$ cat config.mk
export PLATFORM = sky130hd
export DESIGN_NAME = sail_rudder_command_selector
export DESIGN_NICKNAME = d
export VERILOG_FILES = /design/src/rtl/core/srcs_pkg.sv /design/src/rtl/core/srcs_cfg_regs.sv /design/src/rtl/core/sail_rudder_command_selector.sv
export SDC_FILE = /design/constraint.sdc
export NUM_CORES = 1
export LEC_CHECK = 0
export BUFFER_PORTS_ARGS = -buffer_cell sky130_fd_sc_hd__buf_2
export CELL_PAD_IN_SITES_DETAIL_PLACEMENT = 0
export CELL_PAD_IN_SITES_GLOBAL_PLACEMENT = 1
export CORE_MARGIN = 5
export CORE_UTILIZATION = 45
export CTS_BUF_LIST = sky130_fd_sc_hd__clkbuf_4 sky130_fd_sc_hd__clkbuf_8
export CTS_CLUSTER_SIZE = 28
export DETAILED_ROUTE_END_ITERATION = 10
export GPL_ROUTABILITY_DRIVEN = 0
export PLACE_DENSITY_LB_ADDON = 0.1
export SYNTH_ARGS = -nofsm -noshare
export SYNTH_HDL_FRONTEND = slang
export SYNTH_SLANG_ARGS = --single-unit
$ cat constraint.sdc
create_clock -name clk -period 16.9 [get_ports clk]
set_input_delay 3.38 -clock clk [delete_from_list [all_inputs] [get_ports clk]]
set_output_delay 3.38 -clock clk [all_outputs]
set_load 0.03 [all_outputs]
$ cat src/rtl/core/srcs_pkg.sv
`timescale 1ns / 1ps

package srcs_pkg;

    // Configuration register indexes (byte address is four times the index).
    localparam logic [2:0] REG_RADIO_TIMEOUT     = 3'd0;
    localparam logic [2:0] REG_COMPANION_TIMEOUT = 3'd1;
    localparam logic [2:0] REG_SAIL_DEAD_BAND    = 3'd2;
    localparam logic [2:0] REG_MOTOR_FULL_DUTY   = 3'd3;
    localparam logic [2:0] REG_RUDDER_CENTER_PWM = 3'd4;

    // Register values after reset.
    localparam logic [19:0] RADIO_TIMEOUT_RST     = 20'd2000;
    localparam logic [19:0] COMPANION_TIMEOUT_RST = 20'd10000;
    localparam logic [11:0] SAIL_DEAD_BAND_RST    = 12'd320;
    localparam logic [15:0] MOTOR_FULL_DUTY_RST   = 16'd12800;
    localparam logic [11:0] RUDDER_CENTER_PWM_RST = 12'd1370;

    // Angles in 1/16 degree.
    localparam logic signed [15:0] HALF_TURN = 16'sd2880;
    localparam logic signed [15:0] FULL_TURN = 16'sd5760;

    // Rudder pulse scaling: pwm = floor((center * 9 + angle * 5) / 9).
    localparam logic signed [16:0] CENTER_SCALE = 17'sd9;
    localparam logic signed [16:0] ANGLE_SCALE  = 17'sd5;
    // Reciprocal of 9 with a 19-bit shift; exact for dividends below 2^16.
    localparam logic [15:0] DIV9_RECIP = 16'd58255;
    localparam logic [11:0] PWM_MAX    = 12'd4095;

    // Configuration values handed from the register file to the datapath.
    typedef struct packed {
        logic [19:0] radio_timeout;
        logic [19:0] companion_timeout;
        logic [11:0] dead_band;
        logic [15:0] full_duty;
        logic [11:0] center_pwm;
    } srcs_cfg_t;

endpackage

$ cat src/rtl/core/srcs_cfg_regs.sv
`timescale 1ns / 1ps

module srcs_cfg_regs
    import srcs_pkg::*;
(
    input  logic        clk,
    input  logic        rst_n,
    input  logic        psel,
    input  logic        penable,
    input  logic        pwrite,
    input  logic [4:0]  paddr,
    input  logic [31:0] pwdata,
    output logic [31:0] prdata,
    output logic        pready,
    output srcs_cfg_t   cfg
);

    srcs_cfg_t   cfg_reg;
    srcs_cfg_t   cfg_next;
    logic [2:0]  reg_idx;
    logic        wr_en;

    assign pready  = 1'b1;
    assign reg_idx = paddr[4:2];
    assign wr_en   = psel && penable && pwrite;
    assign cfg     = cfg_reg;

    // Write decode; an index past the last register is ignored.
    always_comb
    begin
        cfg_next = cfg_reg;
        if (wr_en)
        begin
            case (reg_idx)
                REG_RADIO_TIMEOUT:     cfg_next.radio_timeout     = pwdata[19:0];
                REG_COMPANION_TIMEOUT: cfg_next.companion_timeout = pwdata[19:0];
                REG_SAIL_DEAD_BAND:    cfg_next.dead_band         = pwdata[11:0];
                REG_MOTOR_FULL_DUTY:   cfg_next.full_duty         = pwdata[15:0];
                REG_RUDDER_CENTER_PWM: cfg_next.center_pwm        = pwdata[11:0];
                default:               cfg_next = cfg_reg;
            endcase
        end
    end

    always_ff @(posedge clk or negedge rst_n)
    begin
        if (!rst_n)
        begin
            cfg_reg.radio_timeout     <= RADIO_TIMEOUT_RST;
            cfg_reg.companion_timeout <= COMPANION_TIMEOUT_RST;
            cfg_reg.dead_band         <= SAIL_DEAD_BAND_RST;
            cfg_reg.full_duty         <= MOTOR_FULL_DUTY_RST;
            cfg_reg.center_pwm        <= RUDDER_CENTER_PWM_RST;
        end
        else
        begin
            cfg_reg <= cfg_next;
        end
    end

    // Read-back mux.
    always_comb
    begin
        case (reg_idx)
            REG_RADIO_TIMEOUT:     prdata = {12'd0, cfg_reg.radio_timeout};
            REG_COMPANION_TIMEOUT: prdata = {12'd0, cfg_reg.companion_timeout};
            REG_SAIL_DEAD_BAND:    prdata = {20'd0, cfg_reg.dead_band};
            REG_MOTOR_FULL_DUTY:   prdata = {16'd0, cfg_reg.full_duty};
            REG_RUDDER_CENTER_PWM: prdata = {20'd0, cfg_reg.center_pwm};
            default:               prdata = 32'd0;
        endcase
    end

endmodule

$ cat src/rtl/core/sail_rudder_command_selector.sv
`timescale 1ns / 1ps

// Sail and rudder command selector. An item is taken at any clock edge where
// start is high; busy stays low, so a new item can be given every cycle. Each
// item yields one result after passing through the input register and then the
// result register, with all selection, angle wrapping and rudder scaling done
// in the logic between them. done is high for exactly one cycle with the result
// on the output ports; the receiver cannot stall, so it must take the result in
// that cycle. The user must write configuration through the APB port only while
// no item is in flight; the block itself does not enforce it.
module sail_rudder_command_selector
    import srcs_pkg::*;
(
    input  logic               clk,
    input  logic               rst_n,
    // Item input
    input  logic               start,
    output logic               busy,
    input  logic [31:0]        now_ms,
    input  logic               radio_seen,
    input  logic [31:0]        radio_stamp_ms,
    input  logic signed [13:0] radio_sail,
    input  logic signed [11:0] radio_rudder,
    input  logic               companion_seen,
    input  logic [31:0]        companion_stamp_ms,
    input  logic signed [13:0] companion_sail,
    input  logic signed [11:0] companion_rudder,
    input  logic [12:0]        encoder_angle,
    // Result output
    output logic               done,
    output logic               radio_valid,
    output logic               companion_valid,
    output logic signed [13:0] sail_target,
    output logic signed [11:0] rudder_target,
    output logic [15:0]        motor_a_duty,
    output logic [15:0]        motor_b_duty,
    output logic [11:0]        rudder_pulse,
    // Configuration port
    input  logic               psel,
    input  logic               penable,
    input  logic               pwrite,
    input  logic [4:0]         paddr,
    input  logic [31:0]        pwdata,
    output logic [31:0]        prdata,
    output logic               pready
);

    srcs_cfg_t cfg;

    srcs_cfg_regs u_cfg_regs (
        .clk     (clk),
        .rst_n   (rst_n),
        .psel    (psel),
        .penable (penable),
        .pwrite  (pwrite),
        .paddr   (paddr),
        .pwdata  (pwdata),
        .prdata  (prdata),
        .pready  (pready),
        .cfg     (cfg)
    );

    logic accept;
    assign busy   = 1'b0;
    assign accept = start && !busy;

    // Input register stage.
    logic               in_valid_reg;
    logic [31:0]        now_reg;
    logic               r_seen_reg;
    logic [31:0]        r_stamp_reg;
    logic signed [13:0] r_sail_reg;
    logic signed [11:0] r_rud_reg;
    logic               c_seen_reg;
    logic [31:0]        c_stamp_reg;
    logic signed [13:0] c_sail_reg;
    logic signed [11:0] c_rud_reg;
    logic [12:0]        enc_reg;

    always_ff @(posedge clk or negedge rst_n)
    begin
        if (!rst_n)
        begin
            in_valid_reg <= 1'b0;
        end
        else
        begin
            in_valid_reg <= accept;
        end
    end

    always_ff @(posedge clk)
    begin
        if (accept)
        begin
            now_reg     <= now_ms;
            r_seen_reg  <= radio_seen;
            r_stamp_reg <= radio_stamp_ms;
            r_sail_reg  <= radio_sail;
            r_rud_reg   <= radio_rudder;
            c_seen_reg  <= companion_seen;
            c_stamp_reg <= companion_stamp_ms;
            c_sail_reg  <= companion_sail;
            c_rud_reg   <= companion_rudder;
            enc_reg     <= encoder_angle;
        end
    end

    // Datapath between the two register stages.
    logic [31:0]        r_age;
    logic [31:0]        c_age;
    logic               rv;
    logic               cv;
    logic signed [13:0] sail_sel;
    logic signed [11:0] rud_sel;
    logic signed [15:0] tgt_raw;
    logic signed [15:0] tgt_mod;
    logic signed [15:0] err_raw;
    logic signed [15:0] err;
    logic signed [15:0] band;
    logic [15:0]        duty_a;
    logic [15:0]        duty_b;
    logic signed [16:0] num;
    logic [31:0]        prod;
    logic [12:0]        quot;
    logic [11:0]        pwm;

    always_comb
    begin
        // Freshness of each source, age taken modulo 2^32.
        r_age = now_reg - r_stamp_reg;
        c_age = now_reg - c_stamp_reg;
        rv    = r_seen_reg && (r_age < {12'd0, cfg.radio_timeout});
        cv    = c_seen_reg && (c_age < {12'd0, cfg.companion_timeout});

        // Source choice; with both valid the radio wins unless its value is zero.
        if (rv && cv)
        begin
            sail_sel = (r_sail_reg != 14'sd0) ? r_sail_reg : c_sail_reg;
            rud_sel  = (r_rud_reg != 12'sd0) ? r_rud_reg : c_rud_reg;
        end
        else if (rv)
        begin
            sail_sel = r_sail_reg;
            rud_sel  = r_rud_reg;
        end
        else if (cv)
        begin
            sail_sel = c_sail_reg;
            rud_sel  = c_rud_reg;
        end
        else
        begin
            sail_sel = 14'sd0;
            rud_sel  = 12'sd0;
        end

        // Target on the encoder scale; the input range needs one step at most.
        tgt_raw = HALF_TURN + {{2{sail_sel[13]}}, sail_sel};
        if (tgt_raw >= FULL_TURN)
            tgt_mod = tgt_raw - FULL_TURN;
        else if (tgt_raw < 16'sd0)
            tgt_mod = tgt_raw + FULL_TURN;
        else
            tgt_mod = tgt_raw;

        // Error wrapped to half a turn either way; one step covers every encoder value.
        err_raw = tgt_mod - $signed({3'd0, enc_reg});
        if (err_raw > HALF_TURN)
            err = err_raw - FULL_TURN;
        else if (err_raw < -HALF_TURN)
            err = err_raw + FULL_TURN;
        else
            err = err_raw;

        // Bang-bang drive; the band edge itself counts as inside.
        band   = $signed({4'd0, cfg.dead_band});
        duty_a = 16'd0;
        duty_b = 16'd0;
        if (err > band)
            duty_a = cfg.full_duty;
        else if (err < -band)
            duty_b = cfg.full_duty;

        // Rudder pulse: floor division by 9 via reciprocal; negatives clamp to zero, overflow to PWM_MAX.
        num  = $signed({5'd0, cfg.center_pwm}) * CENTER_SCALE
             + $signed({{5{rud_sel[11]}}, rud_sel}) * ANGLE_SCALE;
        prod = num[15:0] * DIV9_RECIP;
        quot = prod[31:19];
        if (num[16])
            pwm = 12'd0;
        else if (quot > {1'b0, PWM_MAX})
            pwm = PWM_MAX;
        else
            pwm = quot[11:0];
    end

    // Result register stage.
    logic               done_reg;
    logic               rv_reg;
    logic               cv_reg;
    logic signed [13:0] sail_tgt_reg;
    logic signed [11:0] rud_tgt_reg;
    logic [15:0]        duty_a_reg;
    logic [15:0]        duty_b_reg;
    logic [11:0]        pwm_reg;

    always_ff @(posedge clk or negedge rst_n)
    begin
        if (!rst_n)
        begin
            done_reg <= 1'b0;
        end
        else
        begin
            done_reg <= in_valid_reg;
        end
    end

    always_ff @(posedge clk)
    begin
        if (in_valid_reg)
        begin
            rv_reg       <= rv;
            cv_reg       <= cv;
            sail_tgt_reg <= sail_sel;
            rud_tgt_reg  <= rud_sel;
            duty_a_reg   <= duty_a;
            duty_b_reg   <= duty_b;
            pwm_reg      <= pwm;
        end
    end

    assign done            = done_reg;
    assign radio_valid     = rv_reg;
    assign companion_valid = cv_reg;
    assign sail_target     = sail_tgt_reg;
    assign rudder_target   = rud_tgt_reg;
    assign motor_a_duty    = duty_a_reg;
    assign motor_b_duty    = duty_b_reg;
    assign rudder_pulse    = pwm_reg;

    // Every accepted item produces a result once it has passed the input and result registers.
    assert property (@(posedge clk) disable iff (!rst_n)
        accept |=> ##1 done)
        else $error("accepted item produced no result");

    assert property (@(posedge clk) disable iff (!rst_n)
        !in_valid_reg |=> !done)
        else $error("result strobe without an item in flight");

    // The two motor channels are never driven together.
    assert property (@(posedge clk) disable iff (!rst_n)
        done |-> (motor_a_duty == 16'd0 || motor_b_duty == 16'd0))
        else $error("both motor channels active");

    // With no valid source both targets are zero.
    assert property (@(posedge clk) disable iff (!rst_n)
        (done && !radio_valid && !companion_valid)
            |-> (sail_target == 14'sd0 && rudder_target == 12'sd0))
        else $error("nonzero target with no valid source");

endmodule
# Word level (Yosys, flattened, before mapping)
# Index checks and enable logic that the tools add are counted.
# totals
word_cells	79
reg_bits	317
out_inout_bits	107
# classes
n_mul	3
reduce_logical	14
mux	14
n_addsub	10
n_bitwise	1
eq_ne	4
magnitude_cmp	9
# op_table
operator	count
$pmux W20 S5	1
$lt A32 B20 Y1	2
$mux W16	4
$sub A32 B32 Y32	2
$mux W12	5
$mux W14	4
$mul A12 B4 Y16 const B	2
$mul A16 B16 Y32 const B	1
$add A17 B16 Y17	1
$add A15 B14 Y16 const B	1
$add A16 B14 Y16 const B	1
$gt A16 B13 Y1	1
$gt A16 B13 Y1 const B	1
$lt A16 B13 Y1 const B	1
$lt A16 B16 Y1	1
$neg A12 Y16	1
$sub A15 B14 Y16 const B	1
$sub A16 B14 Y16	1
$sub A16 B14 Y16 const B	1
$add A13 B14 Y15 const A	1
$ge A15 B14 Y1 const B	1
$lt A15 B1 Y1 const B	1
$reduce_bool A14 Y1	1
$gt A13 B12 Y1 const B	1
9 further kinds	18

# Depth between registers and ports, before layout
# depth
ltp_word	17
mapped_depth	68
mapped_depth_nobuf	65

# Hierarchy
# From an unflattened synthesis, not the netlist that was laid out.
# unflattened
hier_cells	2503
area_unflattened_um2	25584.5
# modules_own_cells
mod	area_per_inst_um2	instances	cells_each
sail_rudder_command_selector	21752.1	1	2228
srcs_cfg_regs	3832.4	1	275

# Worst setup path before layout
# Ideal clock, no wire load.
# synth_path
path_kind	reg2reg
startpoint	register now_reg[0]
endpoint	register pwm_reg[10], in the netlist rudder_pulse[10], data pin
setup_slack_ns	3.205
n_path_buf	4
arrival_time_ns	13.441
path_stages_with_launch	62
setup_ns	0.254
synth_period_minus_slack_ns	13.695
required_ns	16.646
path_cell_list	edfxtp_1 > inv_1 > ha_1 > inv_1 > fa_1 > a21oi_1 > o211ai_1 > and3_1 > a311oi_1 > o21bai_1 > a21oi_1 > xnor2_1 > ha_1 > and4_1 > and3_1 > a221o_1 > nor4_1 > o221ai_1 > [... 26 more ...] > fa_1 > fa_1 > inv_1 > fa_1 > inv_1 > ha_1 > a21oi_1 > o21a_1 > a311oi_1 > o31a_1 > o211ai_1 > nand3_1 > or4_1 > a31o_2 > a21oi_1 > xnor2_1 > clkbuf_1 > o21a_1
# synth_via
elab_chain_cells	11
word_cells_on_any_way	15
# synth_rtl
element	line	rtl
start: declaration	sail_rudder_command_selector.sv:69	logic [31:0] now_reg;
start signal: assignment	sail_rudder_command_selector.sv:96	now_reg <= now_ms;
$sub A32 B32 Y32	sail_rudder_command_selector.sv:132	c_age = now_reg - c_stamp_reg;
$lt A32 B20 Y1	sail_rudder_command_selector.sv:134	cv = c_seen_reg && (c_age < {12'd0, cfg.companion_timeout});
$logic_and A1 B1 Y1	sail_rudder_command_selector.sv:134	
$mux W12	sail_rudder_command_selector.sv:147	else if (cv)
$mux W12	sail_rudder_command_selector.sv:142	else if (rv)
$mux W12 (*)	sail_rudder_command_selector.sv:137	if (rv && cv)
named net rud_sel[3]	sail_rudder_command_selector.sv:115	logic signed [11:0] rud_sel;
$mul A12 B4 Y16 (*)	sail_rudder_command_selector.sv:187	+ $signed({{5{rud_sel[11]}}, rud_sel}) * ANGLE_SCALE;
$add A17 B16 Y17 (*)	sail_rudder_command_selector.sv:187	
$mul A16 B16 Y32	sail_rudder_command_selector.sv:188	prod = num[15:0] * DIV9_RECIP;
$gt A13 B12 Y1	sail_rudder_command_selector.sv:192	else if (quot > {1'b0, PWM_MAX})
$mux W12	sail_rudder_command_selector.sv:192	
end signal: assignment	sail_rudder_command_selector.sv:230	pwm_reg <= pwm;
end: declaration	sail_rudder_command_selector.sv:206	logic [11:0] pwm_reg;
# Mark *: on every way through the listed nets, which the timed path passes. The rest lies on a longest branch.
# A chain may end at the register's enable or synchronous reset.

# Final worst setup path
# layout_path
startpoint	register now_reg[1]
endpoint	register pwm_reg[10], in the netlist rudder_pulse[10], data pin
# layout_via
elab_chain_cells	11
word_cells_on_any_way	15
# layout_rtl
element	line	rtl
$sub A32 B32 Y32 (*)	sail_rudder_command_selector.sv:132	
$lt A32 B20 Y1 (*)	sail_rudder_command_selector.sv:134	
$logic_and A1 B1 Y1 (*)	sail_rudder_command_selector.sv:134	
named net cv	sail_rudder_command_selector.sv:113	logic cv;
$mux W12	sail_rudder_command_selector.sv:147	
$mux W12	sail_rudder_command_selector.sv:142	
$mux W12 (*)	sail_rudder_command_selector.sv:137	
named net rud_sel[3]	sail_rudder_command_selector.sv:115	
$mul A12 B4 Y16 (*)	sail_rudder_command_selector.sv:187	
$add A17 B16 Y17 (*)	sail_rudder_command_selector.sv:187	
$mul A16 B16 Y32	sail_rudder_command_selector.sv:188	
$gt A13 B12 Y1	sail_rudder_command_selector.sv:192	
$mux W12	sail_rudder_command_selector.sv:192	
# Marks and branches as above.

==> impl_metrics.json <==
{
  "core_um2": 56300,
  "tightest_slew_ps": 1210,
  "synth_cell_types": 99,
  "crit_fanout": 12,
  "cts_setup_buffers": 0,
  "critical_path_class": "flop to flop",
  "synth_top_area_share_pct": 27.6,
  "worst-path-buf-inv": 6,
  "drc": 0,
  "rsz0062_at_grt": "no",
  "dieArea_um2": 61700,
  "r2r_cells": 58,
  "end_kind": "flop",
  "yosys-top-cells-count": "376 x inv_1, 321 x ha_1, 235 x edfxtp_1, 175 x nand2_1, 137 x a21oi_1",
  "drtIter0Drc": 1329,
  "std_cell_rows": 87,
  "holdPathStages": 2,
  "syn_inst": 2578,
  "synth_edf_count": 235,
  "vias_per_cell": 5.44,
  "fin_crit_sh_pct": 91.2,
  "synth.most_common_cell": "inv_1",
  "io_pins": 313,
  "fin_crit_ps": 15410,
  "slew-limit-headroom_pct": 18.8,
  "cts_buffers": 58,
  "synth.cell_area_um2": 25600,
  "hp-class": "flop to flop",
  "track_usage_pct": 21.9,
  "drv_slew": 0,
  "max_cap_viol_count": 0,
  "cp_data_required_time_ps": 17300,
  "tns_ps": 0,
  "max_freq_mhz": 64.9,
  "synth.area.top_cells": "edfxtp_1 28%, ha_1 16%, dfrtp_1 5.9%, fa_1 5.6%, inv_1 5.5%",
  "crit_slowest_cell": "nor3_1",
  "routedWlPerCell_um": 18.9,
  "critPathArrivalTime_ps": 15810,
  "hold_viol": 0,
  "ys_seq_area_share_pct": 35.8,
  "htree_levels": 2,
  "cts_resized": 0,
  "postLayoutCoreUtil_pct": 51.3,
  "antenna_found_initial": 9,
  "nets": 3454,
  "start_util_pct": 45.4,
  "reg2reg_from": "now_reg[1]",
  "rr_endpoint": "rudder_pulse[10]",
  "hpwl_um": 56400,
  "reg2reg_slack_ps": 1490,
  "grt_pass1_wl_um": 106000,
  "root_buffer": "clkbuf_8",
  "port_buffers": 284,
  "grt_pass1_vias": 19400,
  "drive_gt1_share_pct": 17.5,
  "ys_ff_latch": 317,
  "clk_path_buf_depth": 3,
  "path_clk_slew_ps": 60,
  "cts_tree": "built",
  "avgSynthCellArea_um2": 9.91,
  "dieHeight_um": 248,
  "min_to": "u_cfg_regs.cfg[64]",
  "grt_overflow": 0,
  "largest_register_ffs": 80,
  "worst_setup_path_start_kind": "flop",
  "synth_top_cell_by_area": "edfxtp_1",
  "fin_skew_ps": 38.1,
  "synthArstFlopShare_pct": 25.9,
  "cts_hold_buffers": 0,
  "drtPass1Iterations": 6,
  "status": "completed",
  "drtAntennaViolNets": 0,
  "clock_sinks": 317,
  "synthFlopType": "edfxtp_1",
  "vias": 19900,
  "synth-warning-count": 0,
  "drt_wl_total_um": 69400,
  "clk_latency_ps": 680,
  "crit_family": "adder cells",
  "setup_viol": 0,
  "min-delay-start": "u_cfg_regs.cfg[64]",
  "area_delta_synth_final_pct": 13.0,
  "critPathMaxStageDelay_ps": 740,
  "grt_max_degree": 66,
  "holdWs_ps": 546,
  "fp.dieW_um": 248
}
## layout make-up
class	count	area, µm²
antenna	10	25.0
multi-input combinational	1804	14600
sequential	317	9140
inverter	378	1420
fill	5282	27400
clock buffer	75	926
tap	756	946
clock inverter	28	277
timing repair buffer	296	1520
## layer usage
metal | share of wire, % | GRT usage [%] | up-vias | routed length (µm)
met3 | 6.3 | 3.87 | 104 | 4370
met4 | 3.0 | 7.45 | 4 | 2110
met5 | 0.039 | 0 | - | 27
met1 | 47 | 32.1 | 9460 | 32700
met2 | 44 | 32.7 | 598 | 30200
li1 | - | - | 9778 | -
## cells by family after synthesis
family	count (synthesis)	synth area share, %
buffers and inverters	469	7.23
AO/OA/AOI/OAI	639	17.2
multiplexers	47	2.01
other	2	0.0294
AND/OR/NAND/NOR	583	11.9
adder cells (fa/ha/maj)	394	21.4
XOR/XNOR	127	4.48
flip-flops	317	35.8
## worst max path at each step
| stage | start | endpoint | slack, ps | depth (start not counted) |
|---|---|---|---|---|
| final | now_reg[1] | rudder_pulse[10] | 1490 | 58 |
| after detailed placement | now_reg[1] | rudder_pulse[2] | 1470 | 58 |
| after global placement | now_reg[0] | rudder_pulse[6] | 1720 | 61 |
| after CTS | now_reg[1] | rudder_pulse[2] | 1420 | 58 |
| after global routing | now_reg[1] | rudder_pulse[2] | 410 | 62 |
| after floorplan | now_reg[0] | rudder_pulse[10] | 3210 | 61 |
## worst reg2reg max path: cells and delay by family (launching register included)
kind / cells / cell delay, ps
adder cells (fa/ha/maj): 12 / 5060
AND/OR/NAND/NOR: 18 / 3870
AO/OA/AOI/OAI: 19 / 4230
buffers and inverters: 6 / 660
XOR/XNOR: 3 / 830
flip-flops: 1 / 500
## per-stage QoR
stage,instance area [µm²],setup slack (ps),cells
after floorplan,25600,3210,2590
after global placement,27700,1720,3551
after detailed placement,27700,1470,3551
after CTS,28900,1420,3654
after global routing,28900,408,3660
final,28900,1490,3664
## cells in the final DEF, fill, tap and decap left out, types with 49 or more instances in the layout
cell type,instances
nand3_1,54
nor2_1,108
edfxtp_1,235
clkbuf_8,58
o21ai_0,135
xnor2_1,78
buf_2,282
inv_1,376
ha_1,321
a21oi_1,137
nor3_1,49
a21o_1,53
fa_1,72
nand2_1,175
dfrtp_1,59
Power is not shown: default switching activity piles up to over one toggle a cycle in this logic, so the estimate is an artifact.
